`config.mk`:
```
export PLATFORM = sky130hd
export DESIGN_NAME = sfl_ctrl
export DESIGN_NICKNAME = d
export VERILOG_FILES = /design/src/hdl/sfl_pkg.sv /design/src/hdl/sfl_ctrl.sv
export SDC_FILE = /design/constraint.sdc
export NUM_CORES = 1
export LEC_CHECK = 0
export BUFFER_PORTS_ARGS = -buffer_cell sky130_fd_sc_hd__buf_2
export CAP_MARGIN = 5
export CELL_PAD_IN_SITES_DETAIL_PLACEMENT = 1
export CELL_PAD_IN_SITES_GLOBAL_PLACEMENT = 1
export CORE_MARGIN = 2
export CORE_UTILIZATION = 30
export CTS_CLUSTER_DIAMETER = 150
export DETAILED_ROUTE_END_ITERATION = 8
export PLACE_DENSITY = 0.53
export SETUP_SLACK_MARGIN = 0.05
export SYNTH_ARGS = -nofsm -noshare
export SYNTH_HDL_FRONTEND = slang
export SYNTH_SLANG_ARGS = --single-unit
```
`constraint.sdc`:
```
create_clock -name clk_i -period 8.9 [get_ports clk_i]
set_clock_uncertainty 0.1 [all_clocks]
set_input_delay 0.89 -clock clk_i [delete_from_list [all_inputs] [get_ports clk_i]]
set_output_delay 0.89 -clock clk_i [all_outputs]
set_load 0.05 [all_outputs]
```
`src/hdl/sfl_pkg.sv`:
```
// ----------------------------------------------------------------------------
// sfl_pkg
// Shared constants, register indexes and lane control type of the flanger.
// ----------------------------------------------------------------------------
package sfl_pkg;

  localparam int DELAY_DEPTH_DEF    = 1024;
  localparam int LFO_INDEX_BITS_DEF = 13;
  localparam int SAMPLE_BITS_DEF    = 24;

  localparam int CFG_IDX_W  = 3;
  localparam int CFG_DATA_W = 32;

  localparam int PHASE_W = 32;
  localparam int SWEEP_W = 17;
  localparam int FB_W    = 15;
  localparam int MIX_W   = 16;
  localparam int FRAC_W  = 8;

  localparam logic [PHASE_W-1:0] PHASE_STEP_RST = 32'd48660;
  localparam logic [SWEEP_W-1:0] SWEEP_RST      = 17'd87000;
  localparam logic [FB_W-1:0]    FB_RST         = 15'd0;
  localparam logic [MIX_W-1:0]   MIX_RST        = 16'd32768;
  localparam logic               STEREO_RST     = 1'b1;

  typedef enum logic [CFG_IDX_W-1:0] {
    REG_PHASE_STEP    = 3'd0,
    REG_SWEEP_DEPTH   = 3'd1,
    REG_FEEDBACK_GAIN = 3'd2,
    REG_MIX_GAIN      = 3'd3,
    REG_STEREO_MODE   = 3'd4
  } cfg_reg_e;

  // Strobes for the sequencer steps that act on the lanes, seen by both channel lanes
  typedef struct packed {
    logic clear;
    logic load;
    logic cap_x1;
    logic interp;
    logic gain;
    logic commit;
  } lane_ctrl_t;

endpackage

```
`src/hdl/sfl_ctrl.sv`:
```
// ----------------------------------------------------------------------------
// sfl_ctrl
// Register file, LFO, tap address generation and step sequencer.
// ----------------------------------------------------------------------------
module sfl_ctrl #(
  parameter int DELAY_DEPTH    = sfl_pkg::DELAY_DEPTH_DEF,
  parameter int LFO_INDEX_BITS = sfl_pkg::LFO_INDEX_BITS_DEF
) (
  input  logic                                 clk_i,
  input  logic                                 rst_ni,
  input  logic                                 cfg_we_i,
  input  logic [sfl_pkg::CFG_IDX_W-1:0]        cfg_idx_i,
  input  logic [sfl_pkg::CFG_DATA_W-1:0]       cfg_data_i,
  input  logic                                 in_valid_i,
  output logic                                 in_ready_o,
  output logic                                 out_valid_o,
  input  logic                                 out_ready_i,
  output sfl_pkg::lane_ctrl_t                  lane_ctrl_o,
  output logic [$clog2(DELAY_DEPTH)-1:0]       rd_addr_o,
  output logic [$clog2(DELAY_DEPTH)-1:0]       wr_addr_o,
  output logic [sfl_pkg::FRAC_W-1:0]           frac_o,
  output logic [sfl_pkg::FB_W-1:0]             fb_gain_o,
  output logic [sfl_pkg::MIX_W-1:0]            mix_gain_o,
  output logic                                 stereo_o
);
  import sfl_pkg::*;

  localparam int AW  = $clog2(DELAY_DEPTH);
  localparam int TW  = LFO_INDEX_BITS + 2;
  localparam int PRW = SWEEP_W + TW;
  localparam int DLW = PRW - LFO_INDEX_BITS;
  localparam int PW  = (DLW > AW + 8) ? DLW : AW + 8;
  localparam int XW  = AW + 9;

  localparam logic [PW-1:0] CLAMP   = PW'((DELAY_DEPTH - 1) * 256);
  localparam logic [XW-1:0] SPAN    = XW'(DELAY_DEPTH) << 8;
  localparam logic [AW-1:0] LAST_AD = AW'(DELAY_DEPTH - 1);

  typedef enum logic [7:0] {
    ST_CLEAR  = 8'b0000_0001,
    ST_IDLE   = 8'b0000_0010,
    ST_ADDR   = 8'b0000_0100,
    ST_RD1    = 8'b0000_1000,
    ST_RD2    = 8'b0001_0000,
    ST_MIX    = 8'b0010_0000,
    ST_GAIN   = 8'b0100_0000,
    ST_COMMIT = 8'b1000_0000
  } state_e;

  state_e state_q, state_d;

  logic [PHASE_W-1:0] phase_step_q;
  logic [SWEEP_W-1:0] sweep_q;
  logic [FB_W-1:0]    fb_q;
  logic [MIX_W-1:0]   mix_q;
  logic               stereo_q;

  logic [PHASE_W-1:0] phase_q;
  logic [AW-1:0]      wp_q, wp_next;
  logic [AW-1:0]      clr_q;
  logic               out_valid_q;

  logic [PRW-1:0]     prod_q;
  logic [AW-1:0]      p1_q, p2_q;
  logic [FRAC_W-1:0]  f_q;

  logic [LFO_INDEX_BITS-1:0] lfo_idx;
  logic [TW-1:0]             tri_t;
  logic [PW-1:0]             delay_raw, delay_c;
  logic [XW-1:0]             delay_x, wpx, pos_x;
  logic [AW-1:0]             p1_d;
  logic                      accept, commit_ok;

  assign accept    = in_valid_i && (state_q == ST_IDLE);
  assign commit_ok = (state_q == ST_COMMIT) && (!out_valid_q || out_ready_i);

  // Triangle from the top phase bits; the falling half wraps 4N - 4i
  always_comb begin
    lfo_idx = phase_q[PHASE_W-1 -: LFO_INDEX_BITS];
    if (lfo_idx[LFO_INDEX_BITS-1]) begin
      tri_t = TW'(0) - {lfo_idx, 2'b00};
    end else begin
      tri_t = {lfo_idx, 2'b00};
    end
  end

  // Delay, clamp and read position behind the write pointer
  always_comb begin
    delay_raw = PW'(prod_q[PRW-1:LFO_INDEX_BITS]);
    delay_c   = (delay_raw > CLAMP) ? CLAMP : delay_raw;
    delay_x   = XW'(delay_c);
    wpx       = {1'b0, wp_q, 8'h00};
    if (delay_x > wpx) begin
      pos_x = wpx + SPAN - delay_x;
    end else begin
      pos_x = wpx - delay_x;
    end
    p1_d = pos_x[AW+7:8];
  end

  assign wp_next = (wp_q == LAST_AD) ? '0 : wp_q + AW'(1);

  always_comb begin
    state_d = state_q;
    case (state_q)
      ST_CLEAR:  if (clr_q == LAST_AD) state_d = ST_IDLE;
      ST_IDLE:   if (in_valid_i) state_d = ST_ADDR;
      ST_ADDR:   state_d = ST_RD1;
      ST_RD1:    state_d = ST_RD2;
      ST_RD2:    state_d = ST_MIX;
      ST_MIX:    state_d = ST_GAIN;
      ST_GAIN:   state_d = ST_COMMIT;
      ST_COMMIT: if (commit_ok) state_d = ST_IDLE;
      default:   state_d = ST_IDLE;
    endcase
  end

  always_ff @(posedge clk_i or negedge rst_ni) begin
    if (!rst_ni) begin
      state_q      <= ST_CLEAR;
      phase_step_q <= PHASE_STEP_RST;
      sweep_q      <= SWEEP_RST;
      fb_q         <= FB_RST;
      mix_q        <= MIX_RST;
      stereo_q     <= STEREO_RST;
      phase_q      <= '0;
      wp_q         <= '0;
      clr_q        <= '0;
      out_valid_q  <= 1'b0;
    end else begin
      state_q <= state_d;
      if (cfg_we_i) begin
        case (cfg_reg_e'(cfg_idx_i))
          REG_PHASE_STEP:    phase_step_q <= cfg_data_i[PHASE_W-1:0];
          REG_SWEEP_DEPTH:   sweep_q      <= cfg_data_i[SWEEP_W-1:0];
          REG_FEEDBACK_GAIN: fb_q         <= cfg_data_i[FB_W-1:0];
          REG_MIX_GAIN:      mix_q        <= cfg_data_i[MIX_W-1:0];
          REG_STEREO_MODE:   stereo_q     <= cfg_data_i[0];
          default: ;
        endcase
      end
      if (state_q == ST_CLEAR) clr_q <= clr_q + AW'(1);
      if (accept) phase_q <= phase_q + phase_step_q;
      if (commit_ok) begin
        wp_q <= wp_next;
      end
      if (commit_ok) begin
        out_valid_q <= 1'b1;
      end else if (out_ready_i) begin
        out_valid_q <= 1'b0;
      end
    end
  end

  always_ff @(posedge clk_i) begin
    if (accept) prod_q <= PRW'(sweep_q) * PRW'(tri_t);
    if (state_q == ST_ADDR) begin
      p1_q <= p1_d;
      p2_q <= (p1_d == LAST_AD) ? '0 : p1_d + AW'(1);
      f_q  <= pos_x[7:0];
    end
  end

  always_comb begin
    lane_ctrl_o.clear  = (state_q == ST_CLEAR);
    lane_ctrl_o.load   = accept;
    lane_ctrl_o.cap_x1 = (state_q == ST_RD2);
    lane_ctrl_o.interp = (state_q == ST_MIX);
    lane_ctrl_o.gain   = (state_q == ST_GAIN);
    lane_ctrl_o.commit = commit_ok;
  end

  assign rd_addr_o   = (state_q == ST_RD1) ? p1_q : p2_q;
  assign wr_addr_o   = (state_q == ST_CLEAR) ? clr_q : wp_next;
  assign frac_o      = f_q;
  assign fb_gain_o   = fb_q;
  assign mix_gain_o  = mix_q;
  assign stereo_o    = stereo_q;
  assign in_ready_o  = (state_q == ST_IDLE);
  assign out_valid_o = out_valid_q;

endmodule

```
# --- After elaboration in Yosys (flattened, before gate mapping) ---
# Index checks and enable logic that the tools add are counted.
totals:
  regBits: 202
  latch_bits: 0
  mem_bits_rw: 0
  mem_bits_ro: 0
  in_bits: 40
  output_inout_bits: 68
  wordCells: 67
  mem_count: 0
classes:
  add_sub_neg: 8
  multipliers: 1
  div_mod_pow: 0
  magnitude_cmp: 2
  n_eq_ne: 18
  shifts: 0
  mux: 12
  n_bitwise: 0
  n_reduce_logical: 12
op_table:
  columns: ["op", "n"]
  rows:
  - ["8-bit one-hot mux with 8 select lines", 1]
  - ["18-bit subtractor", 2]
  - ["32-bit adder", 1]
  - ["17-bit by 15-bit multiplier with 32-bit output", 1]
  - ["10-bit by 1-bit adder with 10-bit output, second input constant", 3]
  - ["10-bit == test, second input constant", 3]
  - ["10-bit 2-to-1 mux", 3]
  - ["8-bit 2-to-1 mux", 3]
  - ["19-bit by 18-bit > comparator with 1-bit output", 1]
  - ["19-bit by 18-bit > comparator with 1-bit output, second input constant", 1]
  - ["19-bit 2-to-1 mux", 1]
  - ["18-bit by 1-bit adder with 18-bit output, second input constant", 1]
  - ["18-bit 2-to-1 mux", 1]
  - ["15-bit 2-to-1 mux", 1]
  - ["1-bit by 15-bit subtractor with 15-bit output, first input constant", 1]
  - ["2-bit AND reduction", 5]
  - ["8-bit by 1-bit == test with 1-bit output, second input constant", 1]
  - ["8-bit by 2-bit == test with 1-bit output, second input constant", 1]
  - ["8-bit by 3-bit == test with 1-bit output, second input constant", 1]
  - ["8-bit by 4-bit == test with 1-bit output, second input constant", 1]
  - ["8-bit by 5-bit == test with 1-bit output, second input constant", 1]
  - ["8-bit by 6-bit == test with 1-bit output, second input constant", 1]
  - ["8-bit by 7-bit == test with 1-bit output, second input constant", 1]
  - ["8-bit == test, second input constant", 1]
  - ["other kinds (12)", 16]

# --- Logic depth before layout (Yosys ltp) ---
# Gate-level depths: netlist (run 1).
logic_depth:
  word_depth: 5
  ltp_mapped: 28
  depth_no_buf: 27

# --- Worst setup path before layout (run 1) ---
# No wires, ideal clock.
synth_timing:
  path_type: "register -> register"
  startpoint: "register phase_q[23]"
  endpoint: "register prod_q[31] (data pin)"
  setup_ps: 266
  arrival_ps: 7082
  required_time_ps: 8534
  slack_ps: 1452
  stages_incl_launch_ff: 23
  path_buffers: 1
  period_less_slack_ps: 7448
  path_cell_list: "dfrtp_1 > or2_1 > or4_1 > or4_1 > nor4b_1 > clkbuf_1 > and2_1 > fa_1 > fa_1 > fa_1 > fa_1 > fa_1 > ha_1 > ha_1 > and4_1 > a21o_1 > a21oi_1 > o21ai_0 > a21o_1 > a41oi_1 > o21ai_1 > nor4_1 > nor3_1"
synth_between:
  elab_chain_len: 3
synth_rtl:
  columns: ["element", "line", "source"]
  rows:
  - ["from (decl)", "sfl_ctrl.sv:58", "logic [PHASE_W-1:0] phase_q;"]
  - ["from (signal assigned)", "sfl_ctrl.sv:143", "if (accept) phase_q <= phase_q + phase_step_q;"]
  - ["1-bit by 15-bit subtractor with 15-bit output", "sfl_ctrl.sv:81", "tri_t = TW'(0) - {lfo_idx, 2'b00};"]
  - ["15-bit 2-to-1 mux *", "sfl_ctrl.sv:80", "if (lfo_idx[LFO_INDEX_BITS-1]) begin"]
  - ["17-bit by 15-bit multiplier with 32-bit output *", "sfl_ctrl.sv:156", "if (accept) prod_q <= PRW'(sweep_q) * PRW'(tri_t);"]
  - ["to (signal assigned)", "sfl_ctrl.sv:156", null]
  - ["to (decl)", "sfl_ctrl.sv:63", "logic [PRW-1:0] prod_q;"]
# Mark *: on every way between the ends. The rest lies on a longest branch, timed or not.
# A chain may end at the register's enable or synchronous reset.

# --- Final worst setup path (run 1) ---
# Ends and elaborated chain as after synthesis.

==> results of run 1 <==
[flip-flops by register name (all words and copies together), names as in the netlist, 15 cells and up]
| signal | count |
|---|---|
| phase_q | 32 |
| phase_step_q | 32 |
| prod_q | 19 |
| sweep_q | 17 |
| mix_gain_o | 16 |
| fb_gain_o | 15 |
[final cells by class]
type                    count  area, sq um
repair buffers            128          699
well taps                 704          881
flip-flops and latches    189         4990
clock inverters            13          174
clock buffers              19          443
inverters                 171          642
multi-input cells        1203        10800
fillers                  6204        36300
[synth_stat cells (9+ instances only)]
cell type,count,area [sq um]
a21o_1,22,165
clkbuf_1,51,191
xnor2_1,54,473
o21ai_0,69,345
nor2_1,58,218
nand2b_1,9,56.3
fa_1,165,3300
dfrtp_1,122,3050
xor2_1,40,350
dfstp_2,20,526
ha_1,139,1740
and2_1,80,500
nand2_1,251,942
o31ai_1,10,75.1
nor3_1,17,85.1
inv_1,170,638
nand3_1,17,85.1
and3_1,13,81.3
edfxtp_1,47,1410
a21oi_1,42,210
mux2_2,90,1010
[routing by layer]
metal,vias to the layer above,track usage [%]
li1,5546,-
met1,5901,20.6
met2,111,26.6
met3,26,2.93
met4,0,3.58
met5,-,0
[through the flow]
| step | util (%) | worst slack, ns | std cells |
|---|---|---|---|
| 2_1_floorplan | - | 1.45 | 1621 |
| 3_3_place_gp | 32.8 | 1.19 | 2395 |
| 3_5_place_dp | 32.8 | 1.09 | 2395 |
| 4_1_cts | 33.9 | 1.04 | 2427 |
| 5_1_grt | 33.9 | 0.515 | 2427 |
| 6_report | 33.9 | 1.05 | 2427 |
[worst max-delay path by stage]
stage                 from         end  slack (ns)  cells after the start
5_1_grt        phase_q[23]  prod_q[31]        0.52                     27
3_5_place_dp   phase_q[23]  prod_q[31]        1.09                     27
3_3_place_gp   phase_q[23]  prod_q[31]        1.19                     27
4_1_cts        phase_q[23]  prod_q[31]        1.04                     27
6_report       phase_q[23]  prod_q[31]        1.05                     27
2_1_floorplan  phase_q[23]  prod_q[31]        1.45                     22
[layout by cell type (no fill, tap or decap), types with 20 or more instances in the layout]
cell type,n
mux2_2,90
xor2_1,40
xnor2_1,52
nor2_1,58
dfstp_2,20
o21ai_0,69
dfrtp_1,122
a21oi_1,42
and2_1,80
nand2_1,250
edfxtp_1,47
fa_1,165
buf_4,21
inv_1,170
ha_1,139
buf_2,106
a21o_1,22
[worst max-delay path, delay by kind of cell (launching register included)]
kind                     cells  cell delay (ns)
adder cells (fa/ha/maj)      7             3.27
AO/OA/AOI/OAI                8             1.77
AND/OR/NAND/NOR              6             1.45
buffers and inverters        5             0.41
XOR/XNOR                     1             0.16
flip-flops                   1             0.42
[cells by family after synthesis]
| kind of cell | count (synthesis) |
|---|---|
| xor gates and xnor gates | 97 |
| adders and majority gates | 304 |
| muxes | 90 |
| DFF | 189 |
| AOI/OAI and AO/OA | 209 |
| buffers and inverters | 229 |
| and+or+nand+nor | 503 |
==> impl_metrics.env, run 1 <==
export IMPL_status="finished, final reports clean"
export IMPL_pin_count=108
export IMPL_synth_main_ff_cell="dfrtp_1"
export IMPL_num_antenna_cells=0
export IMPL_slew_headroom_pct=26.6
export IMPL_drtIter0Drc=362
export IMPL_synth_warnings=0
export IMPL_wl_um=41900
export IMPL_synthXorXnorAreaFrac_pct=5.33
export IMPL_avgSynthCellArea_sq_um=10.2
export IMPL_grt_overflow=0
export IMPL_design_area_sq_um=18600
export IMPL_startpoint_type="flip-flop"
export IMPL_cts_setup_buffers=0
export IMPL_synth_nets=1965
export IMPL_postRouteAntennaNets=0
export IMPL_reg2reg_depth=27
export IMPL_whs_ns=0.296
export IMPL_cp_slowest_cell="fa_1"
export IMPL_finalHoldViolations=0
export IMPL_synth_area_sq_um=16600
export IMPL_wl_met3_um=1120
export IMPL_period_share_pct=88.2
export IMPL_io_buffers=107
export IMPL_setup_violations=0
export IMPL_path_class="flip-flop to flip-flop"
export IMPL_tns_ns=0
export IMPL_synth_mux_area_share_pct=6.12
export IMPL_reg2reg_slack_ns=1.05
export IMPL_wl_met1_um=19900
export IMPL_synth_seq_cells=189
export IMPL_cts_buffer_depth=2
export IMPL_worstReg2RegStart="phase_q[23]"
export IMPL_synth_edf_count=47
export IMPL_dp_hpwl_um=33100
export IMPL_rsz0062_at_grt="no"
export IMPL_route_met2_wl_um=20400
export IMPL_highest_signal_layer="met4"
export IMPL_cts_root_buffer="clkbuf_16"
export IMPL_cts_resized=0
export IMPL_die_width_um=239
export IMPL_synth_compound_area_share_pct=8.07
export IMPL_crit_arrival_ns=7.97
export IMPL_hp_class="input pin to async pin"
export IMPL_synth_top_family_by_area="adder cells"
export IMPL_worst_pin_slew_ns=1.10
export IMPL_drive_above_1_share_pct=17.1
export IMPL_grt_usage_pct=15.7
export IMPL_numCtsBuffers=17
export IMPL_antenna_found_initial=0
export IMPL_synth_adder_area_share_pct=30.4
export IMPL_die_y_um=239
export IMPL_nets=2054
export IMPL_maxCapViolCount=0
export IMPL_firstDrtPassIters=4
export IMPL_syn_inst=1621
export IMPL_cts_hold_buf=0
export IMPL_fin_crit_ns=7.85
export IMPL_fmax_ghz=0.127
export IMPL_crit_top_cell="fa_1"
export IMPL_yosysSeqAreaShare_pct=30.1
export IMPL_htreeDepth=4
export IMPL_coreArea_sq_um=54900
export IMPL_slowest_delay_ns=0.54
export IMPL_critPathCaptureType="flip-flop"
export IMPL_synth_simple_area_share_pct=14.6
export IMPL_critPathMaxFanout=17
export IMPL_critical_path_required_ns=9.02
export IMPL_initial_utilization_pct=30.2
export IMPL_gp_congestion=0.783
export IMPL_grt_max_degree=74
export IMPL_vias_per_cell=4.77
export IMPL_worst_skew_pair_late_latency_ns=0.49
export IMPL_grt_pass1_vias=12800
export IMPL_fp_dieArea_sq_um=57100
export IMPL_cts_clk_slew_worst_paths_ns=0.08
export IMPL_fp_row_count=86
export IMPL_cts_sinks=189
export IMPL_placed_area_sq_um=18000
export IMPL_grt_first_pass_wirelength_um=69900
export IMPL_timing_rr_end="prod_q[31]"
export IMPL_synth_cell_types=70
export IMPL_dr_total_vias=11600
export IMPL_wl_per_cell_um=17.3
export IMPL_drc=0
export IMPL_synthArstFlopShare_pct=75.1
export IMPL_cts_tree="yes"
export IMPL_area_delta_synth_final_pct=12.3
export IMPL_slew_violations=0
Power of run 1 is left out: the tool's default activity adds up to more than one toggle a clock period on the data nets, which glitch-free logic cannot reach.
==> inputs of run 2 (changes only) <==
PLACE_DENSITY = not set   (was 0.53)
PLACE_DENSITY_LB_ADDON = 0.1   (was not set)
==> run 2 against run 1 <==
Routed wire length up 2.9%. Hold slack got worse by 0.012 ns. First-iteration DRC count shrank 12%. Utilization about the same. Critical endpoint unchanged. Largest cell class unchanged. Highest routed layer unchanged.
==> impl_metrics.env, run 2 (same netlist as run 1, synthesis figures left out) <==
export IMPL_status="finished, final reports clean"
export IMPL_fp_dieArea_sq_um=57100
export IMPL_pre_cts_ws_ns=1.06
export IMPL_regArea_sq_um=4990
export IMPL_worst_pin_slew_ns=1.17
export IMPL_timing_final_ws_setup_ns=1.09
export IMPL_die_width_um=239
export IMPL_firstDrtPassIters=4
export IMPL_fin_crit_ns=7.81
export IMPL_maxCapViolCount=0
export IMPL_cts_setup_buffers=0
export IMPL_final_common_cell="nand2_1"
export IMPL_cts_resized=0
export IMPL_hp_class="input pin to async pin"
export IMPL_nFillCells=6217
export IMPL_drc=0
export IMPL_cts_tree="yes"
export IMPL_area_delta_synth_final_pct=12.4
export IMPL_startpoint_type="flip-flop"
export IMPL_finalHoldViolations=0
export IMPL_multiInputGateArea_sq_um=10800
export IMPL_cts_buffer_depth=2
export IMPL_worst_skew_pair_late_latency_ns=0.50
export IMPL_fmax_ghz=0.128
export IMPL_grt_usage_pct=15.9
export IMPL_grt_pass1_vias=12700
export IMPL_pin_count=108
export IMPL_fp_row_count=86
export IMPL_wl_per_cell_um=17.7
export IMPL_crit_arrival_ns=7.96
export IMPL_critPathCaptureType="flip-flop"
export IMPL_period_share_pct=87.7
export IMPL_critPathMaxFanout=17
export IMPL_drive_above_1_share_pct=17.2
export IMPL_slew_headroom_pct=21.3
export IMPL_cts_clk_slew_worst_paths_ns=0.09
export IMPL_initial_utilization_pct=30.2
export IMPL_dr_total_vias=11600
export IMPL_tns_ns=0
export IMPL_cts_root_buffer="clkbuf_16"
export IMPL_path_class="flip-flop to flip-flop"
export IMPL_dp_hpwl_um=34100
export IMPL_htreeDepth=4
export IMPL_num_antenna_cells=0
export IMPL_slew_violations=0
export IMPL_final_cell_mix="nand2_1, inv_1, fa_1"
export IMPL_gp_congestion=0.776
export IMPL_setup_violations=0
export IMPL_postRouteAntennaNets=0
export IMPL_wl_um=43100
export IMPL_drtIter0Drc=317
export IMPL_vias_per_cell=4.76
export IMPL_cts_sinks=189
export IMPL_critical_path_required_ns=9.05
export IMPL_grt_first_pass_wirelength_um=70200
export IMPL_cts_hold_buf=0
export IMPL_die_y_um=239
export IMPL_nets=2055
export IMPL_antenna_found_initial=0
export IMPL_reg_top3="phase_q: 32 flops, phase_step_q: 32 flops, prod_q: 19 flops"
export IMPL_numCtsBuffers=17
export IMPL_coreArea_sq_um=54900
export IMPL_grt_overflow=0
export IMPL_io_buffers=107
export IMPL_grt_max_degree=79
export IMPL_rsz0062_at_grt="no"
run 2: layout make-up:
class | instances | area share (%)
Multi-Input combinational cell | 1203 | 57.8
Tap cell | 704 | 4.73
Sequential cell | 189 | 26.8
Timing Repair Buffer | 129 | 3.79
Clock inverter | 15 | 1.13
Inverter | 171 | 3.45
Clock buffer | 17 | 2.28
run 2: worst paths after layout:
check                                  from         endpoint  slack [ns]  depth (start not counted)
worst min register to register   state_q[3]       state_q[5]        0.38                          1
worst max-delay path            phase_q[23]       prod_q[31]        1.09                         27
worst min-delay path                 rst_ni  phase_step_q[3]        0.28                          1
max in group asynchronous            rst_ni      phase_q[19]        6.92                          2
worst max register to register  phase_q[23]       prod_q[31]        1.09                         27
min in group clk_i               state_q[3]       state_q[5]        0.38                          1
run 2: layer usage:
layer	part of all wire (%)	GRT usage, %	vias to the layer above
met1	48	20.8	5886
met3	1.9	2.37	34
met5	0	0	-
met2	48	27.1	83
met4	1.8	4.85	0
li1	-	-	5550
run 2: worst max-delay path, cell delays in order, from the launching register on:
cell and delay, ns:
dfrtp_1 0.43, or2_1 0.29, or4_1 0.45, o31ai_1 0.47, nand2_1 0.12, xor2_1 0.17
buf_4 0.20, and2_1 0.19, fa_1 0.50, inv_1 0.06, fa_1 0.50, fa_1 0.54
inv_1 0.06, fa_1 0.53, inv_1 0.06, fa_1 0.54, inv_1 0.04, ha_1 0.29
ha_1 0.37, a21o_1 0.18, a21o_1 0.17, a21oi_1 0.18, o21ai_0 0.11, a21o_1 0.18
a41oi_1 0.28, o21ai_1 0.20, nor4_1 0.27, nor3_1 0.08
run 2: through the flow:
stage          utilization [%]  instances  hold slack [ns]  cell area, sq um
3_3_place_gp              32.8       2396            0.363             18000
5_1_grt                   33.9       2428            0.320             18600
6_report                  33.9       2428            0.284             18600
3_5_place_dp              32.8       2396            0.372             18000
2_1_floorplan                -       1621            0.345             16600
4_1_cts                   33.9       2428            0.263             18600
Power of run 2 is left out for the same reason.
